$ cat src/hw/rtl/icr_pkg.sv
`timescale 1ns / 1ps
`default_nettype none

package icr_pkg;

  // Number of interrupt sources held in status and enable
  localparam int unsigned NUM_SOURCES = 4;
  localparam int unsigned LINE_W      = 4;
  localparam int unsigned WORD_W      = 32;

  localparam logic [WORD_W-1:0] NO_VECTOR = '1;

  // Bus access codes
  typedef enum logic [1:0] {
    ACC_NONE  = 2'd0,
    ACC_READ  = 2'd1,
    ACC_WRITE = 2'd2,
    ACC_RSVD  = 2'd3
  } icr_acc_t;

  // Register window, word index
  typedef enum logic [2:0] {
    REG_STATUS  = 3'd0,
    REG_PENDING = 3'd1,
    REG_ENABLE  = 3'd2,
    REG_ACK     = 3'd3,
    REG_SETEN   = 3'd4,
    REG_CLREN   = 3'd5,
    REG_VECTOR  = 3'd6,
    REG_MASTER  = 3'd7
  } icr_reg_t;

  typedef logic [NUM_SOURCES-1:0] icr_src_t;

  // Architectural state of the controller
  typedef struct packed {
    icr_src_t status;
    icr_src_t enable;
    logic     master;
  } icr_state_t;

  // One registered request
  typedef struct packed {
    icr_acc_t          access;
    icr_reg_t          reg_index;
    logic [WORD_W-1:0] write_data;
    logic [LINE_W-1:0] irq_lines;
  } icr_req_t;

  // One result
  typedef struct packed {
    logic [WORD_W-1:0] read_data;
    logic              irq_out;
  } icr_rsp_t;

  // Lowest-numbered set bit, or all ones when none is set
  function automatic logic [WORD_W-1:0] lowest_pending(input icr_src_t pend);
    logic [WORD_W-1:0] vec;
    vec = NO_VECTOR;
    for (int i = NUM_SOURCES - 1; i >= 0; i--) begin
      if (pend[i]) begin
        vec = WORD_W'(i);
      end
    end
    return vec;
  endfunction

endpackage

`default_nettype wire

$ cat src/hw/rtl/interrupt_controller_registers_unit.sv
`timescale 1ns / 1ps
`default_nettype none

// Channel  | Handshake             | Payload
// ---------+-----------------------+--------------------------------------------
// input    | in_valid / in_stall   | access, reg_index, write_data, irq_lines
// output   | out_valid / out_stall | read_data, irq_out
//
// One item per cycle while the output does not stall; each item passes the input
// register, then the result register, with the update logic between.
// Controller state changes as an item moves into the result register.
// Reset clears status, enable, master enable and both valid flags.
// A stalled output freezes the pipeline; in_stall rises only while a result
// waits and the input register is full.
module interrupt_controller_registers_unit (
  input  wire        clk,
  input  wire        rst,
  input  wire        in_valid,
  output logic       in_stall,
  input  wire [1:0]  access,
  input  wire [2:0]  reg_index,
  input  wire [31:0] write_data,
  input  wire [3:0]  irq_lines,
  output logic       out_valid,
  input  wire        out_stall,
  output logic [31:0] read_data,
  output logic       irq_out
);
  import icr_pkg::*;

  icr_state_t st;
  icr_state_t st_next;
  icr_req_t   req;
  icr_rsp_t   rsp_next;
  icr_rsp_t   rsp;
  logic       req_valid;
  logic       advance;
  logic       load_req;

  // Pipeline moves whenever the result register is free or being taken
  assign advance  = !out_valid || !out_stall;
  assign load_req = !req_valid || advance;
  assign in_stall = !load_req;

  // Input register
  always_ff @(posedge clk) begin
    if (rst) begin
      req_valid <= 1'b0;
    end else if (load_req) begin
      req_valid <= in_valid;
    end
  end

  always_ff @(posedge clk) begin
    if (load_req && in_valid) begin
      req.access     <= icr_acc_t'(access);
      req.reg_index  <= icr_reg_t'(reg_index);
      req.write_data <= write_data;
      req.irq_lines  <= irq_lines;
    end
  end

  icr_core u_core (
    .st      (st),
    .req     (req),
    .st_next (st_next),
    .rsp     (rsp_next)
  );

  // Controller state, updated once per item
  always_ff @(posedge clk) begin
    if (rst) begin
      st <= '0;
    end else if (advance && req_valid) begin
      st <= st_next;
    end
  end

  // Result register
  always_ff @(posedge clk) begin
    if (rst) begin
      out_valid <= 1'b0;
    end else if (advance) begin
      out_valid <= req_valid;
    end
  end

  always_ff @(posedge clk) begin
    if (advance && req_valid) begin
      rsp <= rsp_next;
    end
  end

  assign read_data = rsp.read_data;
  assign irq_out   = rsp.irq_out;

endmodule

`default_nettype wire

$ cat src/hw/rtl/icr_core.sv
`timescale 1ns / 1ps
`default_nettype none

// Single-pass update: latch lines, service the access, work out irq_out
module icr_core (
  input  wire icr_pkg::icr_state_t st,
  input  wire icr_pkg::icr_req_t   req,
  output icr_pkg::icr_state_t      st_next,
  output icr_pkg::icr_rsp_t        rsp
);
  import icr_pkg::*;

  logic [WORD_W-1:0] lines_w;
  icr_src_t          latched;
  icr_src_t          pend;
  icr_src_t          data_m;
  icr_state_t        upd;

  // Sticky latch of the request lines, extra bits dropped
  assign lines_w = WORD_W'(req.irq_lines);
  assign latched = st.status | lines_w[NUM_SOURCES-1:0];
  assign pend    = latched & st.enable;
  assign data_m  = req.write_data[NUM_SOURCES-1:0];

  // Read mux sees the state after the latch; irq_out from the updated state
  always_comb begin
    rsp.read_data = '0;
    rsp.irq_out   = upd.master & (|(upd.status & upd.enable));
    if (req.access == ACC_READ) begin
      case (req.reg_index)
        REG_STATUS:  rsp.read_data = WORD_W'(latched);
        REG_PENDING: rsp.read_data = WORD_W'(pend);
        REG_ENABLE:  rsp.read_data = WORD_W'(st.enable);
        REG_VECTOR:  rsp.read_data = lowest_pending(pend);
        REG_MASTER:  rsp.read_data = WORD_W'(st.master);
        default:     rsp.read_data = '0;
      endcase
    end
  end

  // Register writes
  always_comb begin
    upd        = st;
    upd.status = latched;
    if (req.access == ACC_WRITE) begin
      case (req.reg_index)
        REG_STATUS: upd.status = latched | data_m;
        REG_ENABLE: upd.enable = data_m;
        REG_ACK:    upd.status = latched & ~data_m;
        REG_SETEN:  upd.enable = st.enable | data_m;
        REG_CLREN:  upd.enable = st.enable & ~data_m;
        REG_MASTER: upd.master = req.write_data[0];
        default:    upd = upd;
      endcase
    end
  end

  assign st_next = upd;

endmodule

`default_nettype wire

$ cat config.mk
export PLATFORM = sky130hd
export DESIGN_NAME = interrupt_controller_registers_unit
export DESIGN_NICKNAME = d
export VERILOG_FILES = /design/src/hw/rtl/icr_pkg.sv /design/src/hw/rtl/interrupt_controller_registers_unit.sv /design/src/hw/rtl/icr_core.sv
export SDC_FILE = /design/constraint.sdc
export NUM_CORES = 1
export LEC_CHECK = 0
export BUFFER_PORTS_ARGS = -buffer_cell sky130_fd_sc_hd__buf_4
export CAP_MARGIN = 10
export CORE_MARGIN = 4
export CORE_UTILIZATION = 51
export DETAILED_ROUTE_END_ITERATION = 6
export PLACE_DENSITY = 0.93
export SETUP_SLACK_MARGIN = 0.3
export SYNTH_ARGS = -nofsm -noshare
export SYNTH_HDL_FRONTEND = slang
export SYNTH_SLANG_ARGS = --single-unit
$ cat constraint.sdc
create_clock -name clk -period 3.4 [get_ports clk]
set_clock_uncertainty 0.2 [all_clocks]
set_input_delay 0.68 -clock clk [delete_from_list [all_inputs] [get_ports clk]]
set_output_delay 0.68 -clock clk [all_outputs]
set_load 0.05 [all_outputs]
==> results of run 1 <==
-- report_power, final --
| group | internal, mW | switching [mW] | leakage [nW] | total [mW] |
|---|---|---|---|---|
| Sequential | 0.407 | 0.0295 | 0.270 | 0.436 |
| Combinational | 0.0634 | 0.127 | 0.558 | 0.191 |
| Clock | 0.163 | 0.126 | 0.0482 | 0.288 |
| Total | 0.633 | 0.282 | 0.877 | 0.915 |
-- worst max-delay path, stage by stage (launching register included) --
cell       delay, ns
edfxtp_1        0.80
nand2_1         0.18
o2111ai_1       0.42
nor3_1          0.10
and4_1          0.25
a21o_1          0.16
-- synthesized netlist by cell type, types with 4 or more instances --
| master | instances | share of area, % |
|---|---|---|
| a21o_1 | 6 | 2.4 |
| edfxtp_1 | 19 | 30 |
| clkbuf_1 | 5 | 1.0 |
| nor2_1 | 17 | 3.4 |
| a211oi_1 | 6 | 2.4 |
| buf_4 | 27 | 11 |
| buf_2 | 5 | 1.3 |
| a21oi_1 | 17 | 4.5 |
| nand2_1 | 9 | 1.8 |
| nand2b_1 | 4 | 1.3 |
| nand3_1 | 4 | 1.1 |
| dfxtp_1 | 11 | 12 |
| o21ai_0 | 16 | 4.3 |
| inv_1 | 5 | 1.0 |
-- layer usage --
metal | GRT usage (%) | part of all wire (%) | wire, um
met1 | 24.7 | 38 | 1640
met2 | 31.8 | 50 | 2190
met3 | 3.89 | 9.1 | 397
met4 | 9.18 | 2.5 | 110
met5 | 0 | 0 | 0
-- cell type report --
| cell class | instances | area (um2) | area share (%) |
|---|---|---|---|
| multi-input combinational | 130 | 802 | 37.0 |
| timing repair buffer | 54 | 405 | 18.7 |
| sequential | 30 | 791 | 36.4 |
| tap | 46 | 57.6 | 2.65 |
| clock buffer | 7 | 86.3 | 3.98 |
| clock inverter | 1 | 5.00 | 0.231 |
| inverter | 6 | 22.5 | 1.04 |
-- kinds of logic after synthesis --
logic type      count (synthesis)  share of synthesized area [%]
compound gates                 70                           24.2
flops                          30                           42.1
simple gates                   55                           16.0
xor+xnor                        2                          0.934
mux                             3                           1.60
buf+inv                        45                           15.1
-- worst max-delay path by stage --
stage,cells after the start,to
after floorplan,2,req[0]
after global placement,6,st[3]
after detailed placement,6,st[3]
after CTS,1,read_data[31]
after global routing,5,read_data[2]
final,5,read_data[3]
-- sequential cells by signal (all words and copies together) (netlist names) --
| name | count |
|---|---|
| irq_out | 1 |
| out_valid | 1 |
| read_data | 5 |
| req | 13 |
| req_valid | 1 |
| st | 9 |
==> results.toml, run 1 <==
[synth]
synth_enable_flop_cells = 19
ys_types = 46
async_flop_share_pct = 0
ys_ff_latch = 30
syn-instance-count = 205
syn_area_per_cell_um2 = 9.16
yosysWarnings = 0
post_syn_nets = 250
syn-cell-area_um2 = 1880
primary_ff_master_synth = "edfxtp_1"
synth_sequential_area_ratio_pct = 42.1

[critical_path]
crit-reg2reg-launch = "req[37]"
timing.critical_path.arrival_ns = 2.18
worst_ep_required_time_ns = 3.23
crit_path_end_kind = "register"
critPathLaunch = "req[37]"
worst-setup-path-type = "register to register"
crit_path_start_kind = "register"
reg2reg_slack_ns = 1.06
r2r_end = "read_data[3]"
worst-path-max-fanout = 24
r2r.worst_path.cells = 5

[sta]
max_slew_margin_pct = 49.2
fin_crit_ns = 2.34
timing.final.setup_violations = 0
grt_setup_unrepaired = "false"
worstMarginPinSlew_ns = 0.763
max_freq_mhz = 426
finalSetupTns_ns = 0
post-route-period-util_pct = 69.0
layout_setup_ws_ns = 1.06
worst_hold_slack_ns = 0.293
final_hold_viol_count = 0
slew_viol_final = 0

[layout]
n_fill_cell = 277
final_design_area_no_fill_um2 = 2170
final_layout_size_suffix_gt1_share_pct = 28.9
final_net_count = 272
commonest_non_fill_non_tap_cells_in_the_layout = "54 x buf_4, 19 x edfxtp_1, 17 x nor2_1, 17 x a21oi_1, 16 x o21ai_0"
area_growth_syn_to_layout_pct = 15.6
layoutNonFillerInstCount = 274
layout_utilization_pct = 63.0
antenna_cells = 0
final_common_cell = "buf_4"

[pwr]
leakage_nw = 0.877
power_density_nw_per_um2 = 422
total_power_mw = 0.915
power.ir.vdd_worst_mv = 0.268

[detailed_routing]
routed_via_density = 6.04
drtIter0Drc = 169
post-route-drc-count = 0
ant_nets = 0
drtPass1Iterations = 5
post_drt_wl_per_cell_um = 15.8
wl_mm = 4.34
via_count = 1655

[floorplan]
die_height_um = 68.7
die_width_um = 68.7
design.portCount = 80
rows = 21
start_util_pct = 54.5
area_of_the_die_um2 = 4710
core_area_um2 = 3440

[run_status]
run_status = "completed"

[grt]
grt_max_degree = 29
grt_pass1_wl_mm = 6.85
grt_pass1_vias = 1471
grt.total_usage_pct = 19.5
grt_overflow_total = 0
grt_antenna_before_repair = 0

[min_path]
min_delay_path_depth = 2
worstHoldStart = "req_valid"
hold_end = "out_valid"
min_path_type = "register to register"

[clocking]
clockBufferDepth = 2
cts_max_level = 2
clkSlewWorstSetupHoldPaths_ns = 0.06
tritoncts = "yes"
cts_hold_buffers = 0
post_cts_resized = 0
tritoncts.num_buffers = 5
clock_sink_count = 30
cts_setup_buffers = 0
clock_latency_on_the_worst_skew_pair_ns = 0.28
clock_tree.root_cell = "clkbuf_8"

[placement]
postPlaceCellArea_um2 = 2080
placed_cells_incl_taps = 266
port_buffers = 51
dp.final_hpwl_mm = 3.13
place.gp.congestion = 0.935
post-place-ws_ns = 1.04

[flow_run]
max-cap-violations = 0
Note: power is estimated with default switching activity, not from simulation.
==> run 2: changes to the inputs <==
ABC_AREA = 1   (was unset)
CORE_UTILIZATION = 41   (was 51)
PLACE_DENSITY = 0.83   (was 0.93)
clock period = 2 ns   (was 3.4 ns; I/O delays follow)
==> results.toml, run 2 <==
[layout]
area_growth_syn_to_layout_pct = 37.1
final_design_area_no_fill_um2 = 2290
regMostFlops = "req"
commonest_non_fill_non_tap_cells_in_the_layout = "51 x buf_4, 25 x nand2_1, 21 x inv_1, 19 x edfxtp_1, 18 x nor2_1"
largest_reg_flops = 13
final_layout_size_suffix_gt1_share_pct = 45.0
antenna_cells = 0
final_net_count = 293
final_common_cell = "buf_4"

[synth]
synth_sequential_area_ratio_pct = 47.4
synth_commonest_cells = "30 x nand2_1, 28 x buf_4, 22 x inv_1"
yosysWarnings = 0
ys_ff_latch = 30
syn-cell-area_um2 = 1670
yosys.cell_count.top_type = "nand2_1"
synth_enable_flop_cells = 19
ys_types = 23
yosysTopAreaCellShare_pct = 34.2
netlist.top_cell.by_area = "edfxtp_1"
post_syn_nets = 248
syn-instance-count = 203
primary_ff_master_synth = "edfxtp_1"
ys_top_cells_by_area = "edfxtp_1 34%, dfxtp_1 13%, buf_4 13%"
syn_area_per_cell_um2 = 8.22
async_flop_share_pct = 0

[clocking]
tritoncts.num_buffers = 5
cts_max_level = 2
tritoncts = "yes"
clockBufferDepth = 2
clock_tree.root_cell = "clkbuf_8"
clock_sink_count = 30
clock_latency_on_the_worst_skew_pair_ns = 0.28
clkSlewWorstSetupHoldPaths_ns = 0.07

[pwr]
power_density_nw_per_um2 = 683
total_power_mw = 1.56
p_sw_mw = 0.463
leakage_nw = 1.03
power.ir.vdd_worst_mv = 0.503
logic_gate_share_of_total_power_pct = 21.8
power.clock.fraction_pct = 32.3
p_int_mw = 1.10
sw_frac_of_total_pct = 29.7
power_frac_seq_pct = 45.9

[sta]
worst_hold_slack_ns = 0.0875
finalSetupTns_ns = 0
slew_viol_final = 0
fin_crit_ns = 1.76
post-route-period-util_pct = 88.1
timing.final.setup_violations = 0
worstMarginPinSlew_ns = 0.399
max_slew_margin_pct = 73.4
final_hold_viol_count = 0
grt_setup_unrepaired = "true"
max_freq_mhz = 567
layout_setup_ws_ns = 0.238

[flow_run]
max-cap-violations = 0

[floorplan]
rows = 22
die_height_um = 71.8
die_width_um = 71.8
core_area_um2 = 3800
start_util_pct = 43.9
area_of_the_die_um2 = 5150
design.portCount = 80

[critical_path]
worst_ep_required_time_ns = 1.84
worst-path-max-fanout = 6
crit_cells = 9
worstPathBufferInverterCount = 1
slowest_delay_ns = 0.41
cell_chain_of_the_critical_path = "nor2_2 > buf_6 > nand2_2 > o21bai_1 > o21ai_1 > nand2_1 > nand2_1 > nor2_2 > nor2_1"
crit_path_start_kind = "register"
cp_top_family = "simple AND/OR/NAND/NOR gates"
crit_path_end_kind = "register"
r2r.worst_path.cells = 9
timing.critical_path.arrival_ns = 1.60
timing.critical_path.slowest_stage_cell = "edfxtp_1"
worst-setup-path-type = "register to register"

[detailed_routing]
ant_nets = 0
routed_via_density = 5.02
drtPass1Iterations = 4
post_drt_wl_per_cell_um = 12.5
drtIter0Drc = 61
wl_mm = 3.71
post-route-drc-count = 0
via_count = 1490

[placement]
dp.final_hpwl_mm = 2.50
postPlaceCellArea_um2 = 1940
port_buffers = 51
post-place-ws_ns = 0.149
place.gp.congestion = 0.889

[grt]
grt_antenna_before_repair = 0
grt_overflow_total = 0
grt_max_degree = 29
grt.total_usage_pct = 14.8
grt_pass1_vias = 1354
grt_pass1_wl_mm = 6.04

[run_status]
run_status = "completed"

[min_path]
min_path_type = "primary input to register"
min_delay_path_depth = 1
run 2: changes by cell type after synthesis, sizes merged, moves of 4 or more:
cell and change:
nand3 +4, nor2 +6, buf -5, nand2b -4, nand2 +22, a211oi -7
a21oi -5, inv +23, a21o -6
run 2: path summary, 6_finish.rpt:
check / start / endpoint / slack, ns
max: req[39] / irq_out / 0.24
min reg2reg: out_valid / out_valid / 0.35
min: reg_index[1] / req[37] / 0.09
max reg2reg: req[39] / irq_out / 0.24
run 2: metrics by stage:
| step | util, % | cells |
|---|---|---|
| 2_1_floorplan | - | 203 |
| 3_3_place_gp | 51.0 | 277 |
| 3_5_place_dp | 51.0 | 277 |
| 4_1_cts | 55.4 | 290 |
| 5_1_grt | 60.2 | 297 |
| 6_report | 60.2 | 297 |
run 2: routing by layer:
layer	track usage [%]	part of all wire, %	wire [um]
met1	17.0	41	1530
met2	24.3	46	1720
met3	5.33	9.5	352
met4	7.52	2.9	106
met5	0	0	0
run 2: layout make-up:
type	count	area (um2)
clock buffers	6	82.6
clock inverters	2	12.5
fillers	321	1510
inverters	29	111
multi-input cells	113	637
flip-flops and latches	30	795
well taps	48	60.1
repair buffers	69	588
run 2: repair_timing:
item                                    in CTS  in global routing
buffers inserted                             5                  6
hold buffers                                 0                  0
gates resized for setup                      7                 36
cloned                                       0                  1
endpoints found under the setup margin      30                 37
pin swaps                                    2                  9
run 2: power groups by stage:
stage	Combinational (mW)	Sequential, mW	Clock [mW]
finish	0.340	0.717	0.504
global route	0.370	0.720	0.558
CTS	0.299	0.718	0.521
detailed placement	0.281	0.732	0
global placement	0.276	0.730	0
floorplan	0.196	0.748	0
run 2: kinds of logic after synthesis:
family	share of synthesized area, %
flops	47.4
compound gates	11.6
buf+inv	20.3
simple gates	20.8
